File: config.mk
export PLATFORM = sky130hd
export DESIGN_NAME = frame_deframer_crc32c_check_flat
export DESIGN_NICKNAME = d
export VERILOG_FILES = /design/src/fdc_pkg.sv /design/src/fdc_ifs.sv /design/src/fdc_hdr.sv /design/src/fdc_crc.sv /design/src/fdc_chk.sv /design/src/frame_deframer_crc32c_check.sv /design/src/flat_wrapper.sv
export SDC_FILE = /design/constraint.sdc
export NUM_CORES = 1
export LEC_CHECK = 0
export BUFFER_PORTS_ARGS = -buffer_cell sky130_fd_sc_hd__buf_2
export CAP_MARGIN = 25
export CELL_PAD_IN_SITES_DETAIL_PLACEMENT = 0
export CELL_PAD_IN_SITES_GLOBAL_PLACEMENT = 1
export CORE_ASPECT_RATIO = 0.5
export CORE_MARGIN = 8
export CORE_UTILIZATION = 35
export CTS_BUF_LIST = sky130_fd_sc_hd__clkbuf_4
export CTS_CLUSTER_DIAMETER = 80
export DETAILED_ROUTE_END_ITERATION = 10
export PLACE_DENSITY_LB_ADDON = 0.1
export SYNTH_ARGS = -nofsm -noshare
export SYNTH_HDL_FRONTEND = slang
export SYNTH_SLANG_ARGS = --single-unit
File: constraint.sdc
create_clock -name clock -period 8.9 [get_ports clock]
set_clock_uncertainty 0.2 [all_clocks]
set_input_delay 1.78 -clock clock [delete_from_list [all_inputs] [get_ports clock]]
set_output_delay 1.78 -clock clock [all_outputs]
set_load 0.01 [all_outputs]
File: src/fdc_pkg.sv
// Shared constants, types and tables of the CRC-32C checked frame deframer.
package fdc_pkg;

   localparam int unsigned HEADER_BYTES = 12;
   localparam int unsigned CRC_BYTES    = 4;
   localparam int unsigned HDR_IDX_W    = $clog2(HEADER_BYTES);
   localparam int unsigned PLEN_IDX     = 9;

   localparam int unsigned POS_W  = 9;
   localparam int unsigned FLEN_W = POS_W + 1;
   localparam logic [POS_W-1:0] POS_MAX = {POS_W{1'b1}};

   localparam logic [31:0] CRC_INIT = 32'hFFFF_FFFF;
   localparam logic [31:0] CRC_NIB [16] = '{
      32'h0000_0000, 32'h105E_C76F, 32'h20BD_8EDE, 32'h30E3_49B1,
      32'h417B_1DBC, 32'h5125_DAD3, 32'h61C6_9362, 32'h7198_540D,
      32'h82F6_3B78, 32'h92A8_FC17, 32'hA24B_B5A6, 32'hB215_72C9,
      32'hC38D_26C4, 32'hD3D3_E1AB, 32'hE330_A81A, 32'hF36E_6F75};

   localparam logic [3:0] MAGIC_NIBBLE = 4'hA;

   localparam logic [1:0] STAT_OK      = 2'd0;
   localparam logic [1:0] STAT_FORMAT  = 2'd1;
   localparam logic [1:0] STAT_VERSION = 2'd2;
   localparam logic [1:0] STAT_CRC     = 2'd3;

   localparam logic KIND_PAYLOAD = 1'b0;
   localparam logic KIND_STATUS  = 1'b1;

   localparam int unsigned CSR_IDX_W  = 3;
   localparam int unsigned CSR_DATA_W = 9;
   localparam logic [CSR_IDX_W-1:0] REG_PROTOCOL_VERSION = 3'd0;
   localparam logic [CSR_IDX_W-1:0] REG_MAX_PROFILE      = 3'd1;
   localparam logic [CSR_IDX_W-1:0] REG_MAX_CLASS        = 3'd2;
   localparam logic [CSR_IDX_W-1:0] REG_MAX_FRAGMENTS    = 3'd3;
   localparam logic [CSR_IDX_W-1:0] REG_MAX_FRAME_BYTES  = 3'd4;

   typedef struct packed {
      logic [3:0]  protocol_version;
      logic [3:0]  max_profile;
      logic [3:0]  max_class;
      logic [7:0]  max_fragments;
      logic [8:0]  max_frame_bytes;
   } cfg_type;

   localparam cfg_type CFG_RESET = '{
      protocol_version: 4'd1,
      max_profile:      4'd15,
      max_class:        4'd15,
      max_fragments:    8'd255,
      max_frame_bytes:  9'd271};

   typedef struct packed {
      logic [3:0]  profile;
      logic [3:0]  flags;
      logic [15:0] flow_num;
      logic [15:0] sequence_res;
      logic [7:0]  frag_index;
      logic [7:0]  frag_total;
      logic [3:0]  traffic_class;
      logic [3:0]  priority_res;
      logic [15:0] link_tag;
   } hdr_fields_type;

   typedef struct packed {
      logic           kind;
      logic [7:0]     data_byte;
      logic [1:0]     status;
      hdr_fields_type fields;
   } rsp_item_type;

endpackage

File: src/fdc_ifs.sv
// Valid/ready channel interfaces for the request, result and register write ports.
interface fdc_req_if import fdc_pkg::*; ();
   logic       valid;
   logic       ready;
   logic [7:0] wire_byte;
   logic       last_byte;

   modport source (output valid, output wire_byte, output last_byte, input ready);
   modport sink (input valid, input wire_byte, input last_byte, output ready);
endinterface

interface fdc_rsp_if import fdc_pkg::*; ();
   logic        valid;
   logic        ready;
   logic        kind;
   logic [7:0]  data_byte;
   logic [1:0]  status;
   logic [3:0]  profile;
   logic [3:0]  flags;
   logic [15:0] flow_num;
   logic [15:0] sequence_res;
   logic [7:0]  frag_index;
   logic [7:0]  frag_total;
   logic [3:0]  traffic_class;
   logic [3:0]  priority_res;
   logic [15:0] link_tag;

   modport source (output valid, output kind, output data_byte, output status,
                   output profile, output flags, output flow_num, output sequence_res,
                   output frag_index, output frag_total, output traffic_class,
                   output priority_res, output link_tag, input ready);
   modport sink (input valid, input kind, input data_byte, input status,
                 input profile, input flags, input flow_num, input sequence_res,
                 input frag_index, input frag_total, input traffic_class,
                 input priority_res, input link_tag, output ready);
endinterface

interface fdc_csr_if import fdc_pkg::*; ();
   logic                  valid;
   logic                  ready;
   logic [CSR_IDX_W-1:0]  index;
   logic [CSR_DATA_W-1:0] data;

   modport source (output valid, output index, output data, input ready);
   modport sink (input valid, input index, input data, output ready);
endinterface

File: src/fdc_hdr.sv
// Byte position counter and header byte store with field decode.
module fdc_hdr import fdc_pkg::*; (
   input  logic             clock,
   input  logic             reset,
   input  logic             step,
   input  logic             last,
   input  logic [7:0]       wire_byte,
   output logic [POS_W-1:0] pos,
   output logic [7:0]       plen,
   output logic [7:0]       h0,
   output hdr_fields_type   fields
);

   localparam logic [POS_W-1:0] HDR_END = POS_W'(HEADER_BYTES);
   localparam logic [POS_W-1:0] PLEN_POS = POS_W'(PLEN_IDX);

   logic [POS_W-1:0] pos_ff, pos_in;
   logic [7:0]       hdr_ff [HEADER_BYTES];

   always_comb begin
      pos_in = pos_ff;
      if (step) begin
         if (last) begin
            pos_in = '0;
         end else if (pos_ff != POS_MAX) begin
            pos_in = pos_ff + 1'b1;
         end
      end
   end

   always_ff @(posedge clock) begin
      if (reset) begin
         pos_ff <= '0;
      end else begin
         pos_ff <= pos_in;
      end
   end

   always_ff @(posedge clock) begin
      if (step && (pos_ff < HDR_END)) begin
         hdr_ff[pos_ff[HDR_IDX_W-1:0]] <= wire_byte;
      end
   end

   // The length byte is in use from the cycle it arrives.
   assign plen = (pos_ff == PLEN_POS) ? wire_byte : hdr_ff[PLEN_IDX];
   assign pos  = pos_ff;
   assign h0   = hdr_ff[0];

   assign fields.profile       = hdr_ff[1][3:0];
   assign fields.flags         = hdr_ff[1][7:4];
   assign fields.flow_num      = {hdr_ff[2], hdr_ff[3]};
   assign fields.sequence_res  = {hdr_ff[4], hdr_ff[5]};
   assign fields.frag_index    = hdr_ff[6];
   assign fields.frag_total    = hdr_ff[7];
   assign fields.traffic_class = hdr_ff[8][7:4];
   assign fields.priority_res  = hdr_ff[8][3:0];
   assign fields.link_tag      = {hdr_ff[10], hdr_ff[11]};

   a_pos_restart: assert property (@(posedge clock) disable iff (reset)
      step && last |=> pos_ff == '0)
      else $error("byte position not cleared after the final byte");

   a_pos_saturate: assert property (@(posedge clock) disable iff (reset)
      step && !last && pos_ff == POS_MAX |=> pos_ff == POS_MAX)
      else $error("byte position wrapped instead of saturating");

endmodule

File: src/fdc_crc.sv
// Running CRC-32C over header and payload, and the trailing received CRC.
module fdc_crc import fdc_pkg::*; (
   input  logic       clock,
   input  logic       reset,
   input  logic       step,
   input  logic       last,
   input  logic       in_body,
   input  logic [7:0] wire_byte,
   output logic       crc_match
);

   logic [31:0] crc_ff, crc_in;
   logic [31:0] rcv_ff, rcv_in;
   logic [31:0] crc_next, rcv_next;

   // Reflected CRC-32C, two nibble lookups per byte.
   function automatic logic [31:0] crc_byte(input logic [31:0] c, input logic [7:0] b);
      logic [31:0] x;
      x = c ^ {24'd0, b};
      x = {4'd0, x[31:4]} ^ CRC_NIB[x[3:0]];
      x = {4'd0, x[31:4]} ^ CRC_NIB[x[3:0]];
      return x;
   endfunction

   assign crc_next  = in_body ? crc_byte(crc_ff, wire_byte) : crc_ff;
   assign rcv_next  = {rcv_ff[23:0], wire_byte};
   assign crc_match = (~crc_next) == rcv_next;

   always_comb begin
      crc_in = crc_ff;
      rcv_in = rcv_ff;
      if (step) begin
         if (last) begin
            crc_in = CRC_INIT;
            rcv_in = '0;
         end else begin
            crc_in = crc_next;
            rcv_in = rcv_next;
         end
      end
   end

   always_ff @(posedge clock) begin
      if (reset) begin
         crc_ff <= CRC_INIT;
         rcv_ff <= '0;
      end else begin
         crc_ff <= crc_in;
         rcv_ff <= rcv_in;
      end
   end

   a_crc_restart: assert property (@(posedge clock) disable iff (reset)
      step && last |=> crc_ff == CRC_INIT && rcv_ff == '0)
      else $error("CRC state not restored after the final byte");

   a_crc_hold: assert property (@(posedge clock) disable iff (reset)
      !step |=> $stable(crc_ff) && $stable(rcv_ff))
      else $error("CRC state changed without an accepted item");

   a_crc_skip: assert property (@(posedge clock) disable iff (reset)
      step && !last && !in_body |=> $stable(crc_ff))
      else $error("CRC advanced on a byte outside the covered range");

endmodule

File: src/fdc_chk.sv
// End-of-frame status decision in priority order.
module fdc_chk import fdc_pkg::*; (
   input  logic [POS_W-1:0] pos,
   input  logic [7:0]       plen,
   input  logic [7:0]       h0,
   input  logic             crc_match,
   input  hdr_fields_type   fields,
   input  cfg_type          cfg,
   output logic [1:0]       status,
   output logic             decode
);

   localparam logic [FLEN_W-1:0] MIN_FRAME = FLEN_W'(HEADER_BYTES + CRC_BYTES);

   logic [FLEN_W-1:0] flen;
   logic [FLEN_W-1:0] expected_len;
   logic              range_bad;

   assign flen         = FLEN_W'(pos) + 1'b1;
   assign expected_len = MIN_FRAME + FLEN_W'(plen);

   assign range_bad = (fields.profile > cfg.max_profile)
                   || (fields.traffic_class > cfg.max_class)
                   || (fields.frag_total == 8'd0)
                   || (fields.frag_total > cfg.max_fragments)
                   || (fields.frag_index >= fields.frag_total);

   always_comb begin
      status = STAT_OK;
      decode = 1'b0;
      if ((flen < MIN_FRAME) || (flen > FLEN_W'(cfg.max_frame_bytes))) begin
         status = STAT_FORMAT;
      end else if (h0 != {MAGIC_NIBBLE, cfg.protocol_version}) begin
         status = (h0[7:4] == MAGIC_NIBBLE) ? STAT_VERSION : STAT_FORMAT;
      end else if (flen != expected_len) begin
         status = STAT_FORMAT;
      end else if (!crc_match) begin
         status = STAT_CRC;
      end else begin
         decode = 1'b1;
         if (range_bad) begin
            status = STAT_FORMAT;
         end
      end
   end

endmodule

File: src/frame_deframer_crc32c_check.sv
// Top level of the CRC-32C checked frame deframer.
//
// A received frame enters on req_chan one byte per item, wire_byte in wire
// order, with last_byte set on the final byte. The first twelve bytes are the
// big-endian header, header byte 9 gives the payload length, and the frame
// ends in a four-byte big-endian CRC-32C over header and payload.
// Payload bytes leave on rsp_chan as kind 0 items as they arrive. The final
// byte produces one kind 1 status item carrying the decoded header fields;
// those fields are zero on length, version and CRC errors. Any nonzero status
// tells the receiver to drop the payload it has already seen.
// An item accepted at one edge shows its result, if it has one, on rsp_chan
// right after that edge. One item is accepted every cycle unless the
// receiver stalls; the CRC update of two nibble lookups and the header checks
// fit between the input handshake and the single output register.
// When the receiver stalls, the output register holds its item and req_chan
// ready drops until that item is taken; it returns in the same cycle the
// receiver takes it. csr_chan is always ready and writes are meant for idle
// periods only. Reset clears the position counter, the CRC state, the output
// valid and the registers to their defaults; no clearing pass is needed.
module frame_deframer_crc32c_check import fdc_pkg::*; (
   input logic   clock,
   input logic   reset,
   fdc_req_if.sink   req_chan,
   fdc_rsp_if.source rsp_chan,
   fdc_csr_if.sink   csr_chan
);

   localparam logic [POS_W-1:0] HDR_END = POS_W'(HEADER_BYTES);

   cfg_type          cfg_ff, cfg_in;
   rsp_item_type     rsp_ff, rsp_in;
   logic             rsp_valid_ff, rsp_valid_in;

   logic             step;
   logic             last;
   logic [POS_W-1:0] pos;
   logic [7:0]       plen;
   logic [7:0]       h0;
   hdr_fields_type   fields;
   logic             in_body;
   logic             payload;
   logic             crc_match;
   logic [1:0]       status;
   logic             decode;

   // Register writes never stall.
   assign csr_chan.ready = 1'b1;

   always_comb begin
      cfg_in = cfg_ff;
      if (csr_chan.valid) begin
         unique case (csr_chan.index)
            REG_PROTOCOL_VERSION: cfg_in.protocol_version = csr_chan.data[3:0];
            REG_MAX_PROFILE:      cfg_in.max_profile      = csr_chan.data[3:0];
            REG_MAX_CLASS:        cfg_in.max_class        = csr_chan.data[3:0];
            REG_MAX_FRAGMENTS:    cfg_in.max_fragments    = csr_chan.data[7:0];
            REG_MAX_FRAME_BYTES:  cfg_in.max_frame_bytes  = csr_chan.data[8:0];
            default: ;
         endcase
      end
   end

   always_ff @(posedge clock) begin
      if (reset) begin
         cfg_ff <= CFG_RESET;
      end else begin
         cfg_ff <= cfg_in;
      end
   end

   // The output register frees up whenever the receiver takes its item.
   assign req_chan.ready = !rsp_valid_ff || rsp_chan.ready;
   assign step           = req_chan.valid && req_chan.ready;
   assign last           = req_chan.last_byte;

   fdc_hdr u_hdr (
      .clock     (clock),
      .reset     (reset),
      .step      (step),
      .last      (last),
      .wire_byte (req_chan.wire_byte),
      .pos       (pos),
      .plen      (plen),
      .h0        (h0),
      .fields    (fields)
   );

   // Bytes before the end of the payload are covered by the CRC. Header bytes
   // always are, even before this frame's length byte has arrived.
   assign in_body = (pos < HDR_END) || (pos < (HDR_END + POS_W'(plen)));
   assign payload = (pos >= HDR_END) && in_body && !last;

   fdc_crc u_crc (
      .clock     (clock),
      .reset     (reset),
      .step      (step),
      .last      (last),
      .in_body   (in_body),
      .wire_byte (req_chan.wire_byte),
      .crc_match (crc_match)
   );

   fdc_chk u_chk (
      .pos       (pos),
      .plen      (plen),
      .h0        (h0),
      .crc_match (crc_match),
      .fields    (fields),
      .cfg       (cfg_ff),
      .status    (status),
      .decode    (decode)
   );

   always_comb begin
      rsp_in = '0;
      if (last) begin
         rsp_in.kind   = KIND_STATUS;
         rsp_in.status = status;
         if (decode) begin
            rsp_in.data_byte = plen;
            rsp_in.fields    = fields;
         end
      end else begin
         rsp_in.kind      = KIND_PAYLOAD;
         rsp_in.data_byte = req_chan.wire_byte;
      end
   end

   // An accepted item either loads a new result or leaves the register empty,
   // because acceptance implies the old result has been taken.
   assign rsp_valid_in = step ? (last || payload) : (rsp_valid_ff && !rsp_chan.ready);

   always_ff @(posedge clock) begin
      if (reset) begin
         rsp_valid_ff <= 1'b0;
      end else begin
         rsp_valid_ff <= rsp_valid_in;
      end
   end

   always_ff @(posedge clock) begin
      if (step && (last || payload)) begin
         rsp_ff <= rsp_in;
      end
   end

   assign rsp_chan.valid         = rsp_valid_ff;
   assign rsp_chan.kind          = rsp_ff.kind;
   assign rsp_chan.data_byte     = rsp_ff.data_byte;
   assign rsp_chan.status        = rsp_ff.status;
   assign rsp_chan.profile       = rsp_ff.fields.profile;
   assign rsp_chan.flags         = rsp_ff.fields.flags;
   assign rsp_chan.flow_num      = rsp_ff.fields.flow_num;
   assign rsp_chan.sequence_res  = rsp_ff.fields.sequence_res;
   assign rsp_chan.frag_index    = rsp_ff.fields.frag_index;
   assign rsp_chan.frag_total    = rsp_ff.fields.frag_total;
   assign rsp_chan.traffic_class = rsp_ff.fields.traffic_class;
   assign rsp_chan.priority_res  = rsp_ff.fields.priority_res;
   assign rsp_chan.link_tag      = rsp_ff.fields.link_tag;

   a_final_gives_status: assert property (@(posedge clock) disable iff (reset)
      step && last |=> rsp_valid_ff && rsp_ff.kind == KIND_STATUS)
      else $error("final byte did not produce a status item");

   a_payload_clean: assert property (@(posedge clock) disable iff (reset)
      rsp_valid_ff && rsp_ff.kind == KIND_PAYLOAD |->
         rsp_ff.status == STAT_OK && rsp_ff.fields == '0)
      else $error("payload item carries status or header fields");

   a_early_error_zero: assert property (@(posedge clock) disable iff (reset)
      rsp_valid_ff && rsp_ff.kind == KIND_STATUS &&
      (rsp_ff.status == STAT_VERSION || rsp_ff.status == STAT_CRC) |->
         rsp_ff.data_byte == 8'd0 && rsp_ff.fields == '0)
      else $error("early error status carries header fields");

endmodule

File: src/flat_wrapper.sv
// flat-port wrapper written by rule: the top's interface ports become plain ports
module frame_deframer_crc32c_check_flat import fdc_pkg::*;
  (clock, reset, req_chan_valid, req_chan_wire_byte, req_chan_last_byte, req_chan_ready, rsp_chan_valid, rsp_chan_kind, rsp_chan_data_byte, rsp_chan_status, rsp_chan_profile, rsp_chan_flags, rsp_chan_flow_num, rsp_chan_sequence_res, rsp_chan_frag_index, rsp_chan_frag_total, rsp_chan_traffic_class, rsp_chan_priority_res, rsp_chan_link_tag, rsp_chan_ready, csr_chan_valid, csr_chan_index, csr_chan_data, csr_chan_ready);
  fdc_req_if req_chan_i ();
  fdc_rsp_if rsp_chan_i ();
  fdc_csr_if csr_chan_i ();
  input logic clock;
  input logic reset;
  input wire logic [$bits(req_chan_i.valid)-1:0] req_chan_valid;
  input wire logic [$bits(req_chan_i.wire_byte)-1:0] req_chan_wire_byte;
  input wire logic [$bits(req_chan_i.last_byte)-1:0] req_chan_last_byte;
  output wire logic [$bits(req_chan_i.ready)-1:0] req_chan_ready;
  output wire logic [$bits(rsp_chan_i.valid)-1:0] rsp_chan_valid;
  output wire logic [$bits(rsp_chan_i.kind)-1:0] rsp_chan_kind;
  output wire logic [$bits(rsp_chan_i.data_byte)-1:0] rsp_chan_data_byte;
  output wire logic [$bits(rsp_chan_i.status)-1:0] rsp_chan_status;
  output wire logic [$bits(rsp_chan_i.profile)-1:0] rsp_chan_profile;
  output wire logic [$bits(rsp_chan_i.flags)-1:0] rsp_chan_flags;
  output wire logic [$bits(rsp_chan_i.flow_num)-1:0] rsp_chan_flow_num;
  output wire logic [$bits(rsp_chan_i.sequence_res)-1:0] rsp_chan_sequence_res;
  output wire logic [$bits(rsp_chan_i.frag_index)-1:0] rsp_chan_frag_index;
  output wire logic [$bits(rsp_chan_i.frag_total)-1:0] rsp_chan_frag_total;
  output wire logic [$bits(rsp_chan_i.traffic_class)-1:0] rsp_chan_traffic_class;
  output wire logic [$bits(rsp_chan_i.priority_res)-1:0] rsp_chan_priority_res;
  output wire logic [$bits(rsp_chan_i.link_tag)-1:0] rsp_chan_link_tag;
  input wire logic [$bits(rsp_chan_i.ready)-1:0] rsp_chan_ready;
  input wire logic [$bits(csr_chan_i.valid)-1:0] csr_chan_valid;
  input wire logic [$bits(csr_chan_i.index)-1:0] csr_chan_index;
  input wire logic [$bits(csr_chan_i.data)-1:0] csr_chan_data;
  output wire logic [$bits(csr_chan_i.ready)-1:0] csr_chan_ready;
  assign req_chan_i.valid = req_chan_valid;
  assign req_chan_i.wire_byte = req_chan_wire_byte;
  assign req_chan_i.last_byte = req_chan_last_byte;
  assign req_chan_ready = req_chan_i.ready;
  assign rsp_chan_valid = rsp_chan_i.valid;
  assign rsp_chan_kind = rsp_chan_i.kind;
  assign rsp_chan_data_byte = rsp_chan_i.data_byte;
  assign rsp_chan_status = rsp_chan_i.status;
  assign rsp_chan_profile = rsp_chan_i.profile;
  assign rsp_chan_flags = rsp_chan_i.flags;
  assign rsp_chan_flow_num = rsp_chan_i.flow_num;
  assign rsp_chan_sequence_res = rsp_chan_i.sequence_res;
  assign rsp_chan_frag_index = rsp_chan_i.frag_index;
  assign rsp_chan_frag_total = rsp_chan_i.frag_total;
  assign rsp_chan_traffic_class = rsp_chan_i.traffic_class;
  assign rsp_chan_priority_res = rsp_chan_i.priority_res;
  assign rsp_chan_link_tag = rsp_chan_i.link_tag;
  assign rsp_chan_i.ready = rsp_chan_ready;
  assign csr_chan_i.valid = csr_chan_valid;
  assign csr_chan_i.index = csr_chan_index;
  assign csr_chan_i.data = csr_chan_data;
  assign csr_chan_ready = csr_chan_i.ready;
  frame_deframer_crc32c_check u_core (.clock(clock), .reset(reset), .req_chan(req_chan_i), .rsp_chan(rsp_chan_i), .csr_chan(csr_chan_i));
endmodule
# Word level (Yosys, flattened, before mapping)
# Memories as Yosys holds them, arrays and structs flattened. A register that Yosys moved wholly into a read port is not among the register bits.
# Index checks and enable logic that the tools add are counted.
# op_classes
addsub	4
mul	0
div	0
magnitude_cmp	11
n_eq_ne	10
shifts	0
muxes	25
bitwise	7
n_reduce_logical	34
# ops
op	count
2-to-1 mux 32 bit	6
XOR 28 x 32 -> 32 bit	2
== test 32 bit	1
inverter 32 bit	1
XOR 32 x 8 -> 32 bit	1
2-to-1 mux 9 bit	3
2-to-1 mux 24 bit	1
2-to-1 mux 8 bit	2
AND reduction 2 bit	7
adder 9 x 1 -> 10 bit (second input constant)	1
>= comparator 5 bit (second input constant)	2
greater-than comparator 10 x 9 -> 1 bit	1
less-than comparator 10 x 5 -> 1 bit (second input constant)	1
!= test 10 x 9 -> 1 bit	1
inverter 4 -> 5 bit	2
adder 4 x 8 -> 9 bit (first input constant)	1
adder 5 x 8 -> 9 bit (first input constant)	1
adder 9 x 1 -> 9 bit (second input constant)	1
== test 9 x 4 -> 1 bit (second input constant)	1
>= comparator 9 x 4 -> 1 bit (second input constant)	1
logical NOT 1 bit	9
less-than comparator 9 x 4 -> 1 bit (second input constant)	1
less-than comparator 9 bit	1
2-to-1 mux 1 bit	9
17 further kinds	34
# word_totals
register_bits	138
latchBits	0
ramBits	96
rom_bits	1024
inputBits	26
output_inout_bits	94
n_memories	3
# mem_list
name	words	width	rd	rd_clocked_by_memory_dff	write_ports	line_no	rtl
(name not given)	16	32	1	0	0	fdc_crc.sv:21	x = {4'd0, x[31:4]} ^ CRC_NIB[x[3:0]];
(name not given)	16	32	1	0	0	fdc_crc.sv:20	x = {4'd0, x[31:4]} ^ CRC_NIB[x[3:0]];
u_core.u_hdr.hdr_ff	12	8	12	6	1	fdc_hdr.sv:18	logic [7:0] hdr_ff [HEADER_BYTES];

# Depth between registers and ports, before layout
# depth
ltp_word	20
mapped_depth	26

# Modules after synthesis
# A second synthesis with hierarchy kept.
# hier_totals
hier_cells	1204
area_unflattened_um2	13978.4
# modules_own_cells
mod	instances	cells_each	area_per_inst_um2	seq_area_each_um2
frame_deframer_crc32c_check	1	392	4887.2	3333.2
fdc_crc	1	439	4076.4	1121.1
fdc_hdr	1	180	3604.7	3062.9
fdc_chk	1	193	1410.1	0.0

# Worst setup path after synthesis
# Ideal clock, no wire load.
# synth_timing
kind	input to register
startpoint	input port req_chan_wire_byte[2]
endpoint	register u_core.rsp_ff (netlist bit u_core.rsp_chan.data_byte[0]) (enable)
setup_ps	542
t_arrival_ps	7204
slack_ps	954
stages	12
cell_sequence	nand2_1 nand2_1 or2_2 clkbuf_1 nand3_1 xnor2_1 ha_1 a211oi_1 nand2_1 o21ai_0 a21oi_1 nor2_1
# synth_between
elab_chain_cells	8
# synth_rtl
element	line_no	rtl
start, declared	flat_wrapper.sv:10	input wire logic [$bits(req_chan_i.wire_byte)-1:0] req_chan_wire_byte;
2-to-1 mux 8 bit	fdc_hdr.sv:46	assign plen = (pos_ff == PLEN_POS) ? wire_byte : hdr_ff[PLEN_IDX];
adder 4 x 8 -> 9 bit	frame_deframer_crc32c_check.sv:90	assign in_body = (pos < HDR_END) || (pos < (HDR_END + POS_W'(plen)));
less-than comparator 9 bit	frame_deframer_crc32c_check.sv:90	
logical OR 1 bit	frame_deframer_crc32c_check.sv:90	
logical AND 1 bit (2 in a row)	frame_deframer_crc32c_check.sv:91	assign payload = (pos >= HDR_END) && in_body && !last;
logical OR 1 bit	frame_deframer_crc32c_check.sv:142	if (step && (last || payload)) begin
logical AND 1 bit	frame_deframer_crc32c_check.sv:142	
end signal, assigned	frame_deframer_crc32c_check.sv:143	rsp_ff <= rsp_in;
end, declared	frame_deframer_crc32c_check.sv:31	rsp_item_type rsp_ff, rsp_in;
# No other way between the ends.
# A chain may end at the register's enable or synchronous reset.

# Worst setup path in the final report
# layout_timing
startpoint	register u_core.u_hdr.pos_ff[0], in the netlist u_core.u_hdr.pos[0]
endpoint	register u_core.rsp_ff (netlist bit u_core.rsp_chan.frag_index[1]) (data pin)
# layout_between
elab_chain_cells	13
elab_cells_between_ends	20
# layout_rtl
element	line_no	rtl
start, declared	fdc_hdr.sv:17	logic [POS_W-1:0] pos_ff, pos_in;
start signal, assigned	fdc_hdr.sv:35	pos_ff <= pos_in;
== test 9 x 4 -> 1 bit	fdc_hdr.sv:46	
2-to-1 mux 8 bit	fdc_hdr.sv:46	
adder 4 x 8 -> 9 bit	frame_deframer_crc32c_check.sv:90	
less-than comparator 9 bit	frame_deframer_crc32c_check.sv:90	
logical OR 1 bit	frame_deframer_crc32c_check.sv:90	
2-to-1 mux 32 bit	fdc_crc.sv:25	assign crc_next = in_body ? crc_byte(crc_ff, wire_byte) : crc_ff;
inverter 32 bit	fdc_crc.sv:27	assign crc_match = (~crc_next) == rcv_next;
== test 32 bit	fdc_crc.sv:27	
2-to-1 mux 1 bit	fdc_chk.sv:37	end else if (!crc_match) begin
2-to-1 mux 1 bit	fdc_chk.sv:35	end else if (flen != expected_len) begin
2-to-1 mux 1 bit	fdc_chk.sv:33	end else if (h0 != {MAGIC_NIBBLE, cfg.protocol_version}) begin
2-to-1 mux 1 bit (*)	fdc_chk.sv:31	if ((flen < MIN_FRAME) || (flen > FLEN_W'(cfg.max_frame_bytes))) begin
AND reduction 2 bit (no line) (*)	--	
# Mark *: on every way between the ends. The rest lies on a longest branch, timed or not.

==> summary.txt <==
setup TNS: 0 ns
clock share of power: 0.234
post-route design area: 0.0159 mm²
final RePlAce weighted congestion: 0.897
vias per cell: 4.98
synth unique cells: 68
Routed WL per cell: 20.4 µm
Tmin final: 7.03 ns
initial antenna violation count: 3
number of hold buffers added after CTS: 0
post-synthesis mux area share: 0.00801
unrepaired setup endpoints after global routing: no
Post-CTS Setup Bufs: 0
Final Slew Violations: 0
static leakage: 6.17 nW
fin util: 0.406
Die X-Extent: 298 µm
Final #Nets: 1421
switching power total: 1.69 mW
Hold WC Path Type: reg -> reg
count of final hold-check violations: 0
Worst EP required: 9.31 ns
outcome: complete, no violations
Core ar.: 0.0391 mm²
Final Instance Count excl. Fillers: 1923
placed cell count: 1805
Clock Latency Late Sink: 0.75 ns
pin count of the biggest net entering global routing: 96
Initial Utilization: 0.356
internal power: 2.91 mW
CP endpoint kind: flip-flop
# resized after CTS: 0
total of max-cap violations: 0
peak supply drop: 0.159 mV
Worst Path Arrival: 7.45 ns
CTS Root Cell: clkbuf_4
worst-path fanout max: 44
Routed WL: 39300 µm
critical path's top delay family: simple AND/OR/NAND/NOR gates
final setup fails: 0
Synth Warn #: 0
Post-synth EDFFs: 187
Compound-Gate Fraction of Synth Area: 0.0884
CTS Buf Count: 70
layout cell share with drive strength beyond 1: 0.189
DRT iter0 DRCs: 460
Synth Area in Simple Gates: 0.164
Ports: 120
Slew headroom: 0.343
Reg clk slew, reported paths: 0.06 ns
post-synthesis adder-cell area fraction: 0.0432
DR DRC count: 0
PortBufs: 118
Synth Instances: 1196
CP max stage delay: 0.73 ns
grt ovf: 0
Die H: 157 µm
largest family of logic cells by synthesized area: simple AND/OR/NAND/NOR gates
first-pass GRT wire length: 59900 µm
H-tree depth: 3
fmax: 142 MHz
Initial DRT Pass Iterations: 4
Yosys reg bits: 282
Comb power frac: 0.430
Placed Area: 0.0150 mm²
via count: 9580
CTS tree: built
most used cell along the critical path: ha_1
syn_nets: 1270
all-layer global routing usage: 0.166
switch share: 0.368
Slew @ Worst Pin: 0.985 ns
hpwl dp: 27400 µm
vias in the first global route: 9727
WS Path Type: reg -> reg
Reg power frac: 0.336
Antenna Nets Post-Route: 0
CP Buf/Inv Count: 1
register area share after synthesis: 0.540
Synth Area per Inst: 11.6 µm²
Top FF cell, synth: edfxtp_1
Mapped Area: 0.0139 mm²
clk buf depth: 3
clk sink count: 282
xor/xnor cell area share of the yosys netlist: 0.125
ratio of final minimum period to clock period: 0.790
CP max stage cell: and4_2
most common cell after layout, fill and taps aside: edfxtp_1
commonest non-fill, non-tap cells in the layout: 187 x edfxtp_1, 117 x buf_2, 96 x clkbuf_4
Die ar.: 0.0468 mm²
Critical Path, Cell by Cell: ha_1 -> nor4b_1 -> nand2_1 -> mux2_2 -> ha_1 -> nand3_1 -> ha_1 -> a211oi_1 -> nand4_1 -> nand2_1 -> o21ai_0 -> xnor2_1 -> o2111ai_1 -> nor4b_2 -> and4_2 -> buf_4 -> and2_1
pwr dens: 290 mW/mm²
synth-to-layout area growth: 14.1%
# rows: 51
Worst Setup Start Kind: flip-flop
ys async rst share: 0
per-stage QoR:
step           hold slack, ns  power (mW)  setup slack (ns)
2_1_floorplan           0.236        3.04             0.954
3_3_place_gp            0.250        3.57              1.53
3_5_place_dp            0.251        3.53              1.38
4_1_cts                 0.261        4.64              1.84
5_1_grt                 0.281        4.86              1.24
6_report                0.259        4.60              1.87
power by group through the flow:
| stage | clock network, mW | registers (mW) | logic (mW) |
|---|---|---|---|
| 2_1_floorplan | 0 | 1.56 | 1.47 |
| 3_5_place_dp | 0 | 1.57 | 1.96 |
| 5_1_grt | 1.19 | 1.55 | 2.12 |
| 6_report | 1.08 | 1.54 | 1.98 |
| 4_1_cts | 1.12 | 1.54 | 1.98 |
| 3_3_place_gp | 0 | 1.57 | 1.99 |
tightest hold or removal path: stages, from the launching register on:
cell,delay (ns)
dfxtp_1,0.31
nand2_1,0.05
a21oi_1,0.05
layout make-up:
class,count,area (µm²)
multi-input cells,817,5980
inverters,46,173
clock inverters,18,120
flip-flops and latches,282,7520
well taps,530,663
repair buffers,130,683
clock buffers,96,721
fillers,3836,23200
diodes,4,10.0
cells in the mapped netlist, drive strengths merged, types with 20 or more instances:
| cell | n | share of area |
|---|---|---|
| dfxtp | 95 | 0.14 |
| and2 | 87 | 0.039 |
| nand3 | 20 | 0.0072 |
| xor2 | 30 | 0.021 |
| clkbuf | 40 | 0.011 |
| nand2 | 72 | 0.019 |
| xnor2 | 98 | 0.070 |
| ha | 48 | 0.043 |
| edfxtp | 187 | 0.40 |
| a21oi | 50 | 0.018 |
| o22ai | 30 | 0.013 |
| nand2b | 49 | 0.022 |
| nor2 | 83 | 0.022 |
| inv | 46 | 0.012 |
| o21ai | 26 | 0.0094 |
routing by layer:
layer	up-vias	global-route usage	share of wire
met5	-	0	0
met4	0	0.0457	0.016
met3	59	0.0402	0.046
met2	235	0.269	0.46
met1	4671	0.221	0.47
li1	4615	-	-
flip-flops by register name, summed over array words and instances, names as in the netlist, 9 cells and up:
register                      count
u_core.rsp_chan.sequence_res     16
u_core.u_hdr.pos                  9
u_core.u_hdr.hdr_ff              96
u_core.rsp_chan.flow_num         16
u_core.u_crc.rcv_ff              24
u_core.cfg_ff                    29
u_core.u_crc.crc_ff              32
u_core.rsp_chan.link_tag         16
path summary, 6_finish.rpt:
path,startpoint,to,depth (start not counted),slack (ns)
setup reg to reg,u_core.u_hdr.pos[0],u_core.rsp_chan.frag_index[1],17,1.87
setup / recovery,u_core.u_hdr.pos[0],u_core.rsp_chan.frag_index[1],17,1.87
hold reg to reg,u_core.cfg_ff[7],u_core.cfg_ff[7],2,0.26
hold / removal,u_core.cfg_ff[7],u_core.cfg_ff[7],2,0.26
kinds of logic (layout without fill, tap and decap cells):
logic type	Yosys count	after routing
simple gates	421	421
compound gates	187	187
buf+inv	97	290
xor+xnor	149	149
flops	282	282
mux	11	11
fa+ha+maj	48	48
other cells	1	5
Note: power is estimated with default switching activity, not from simulation.
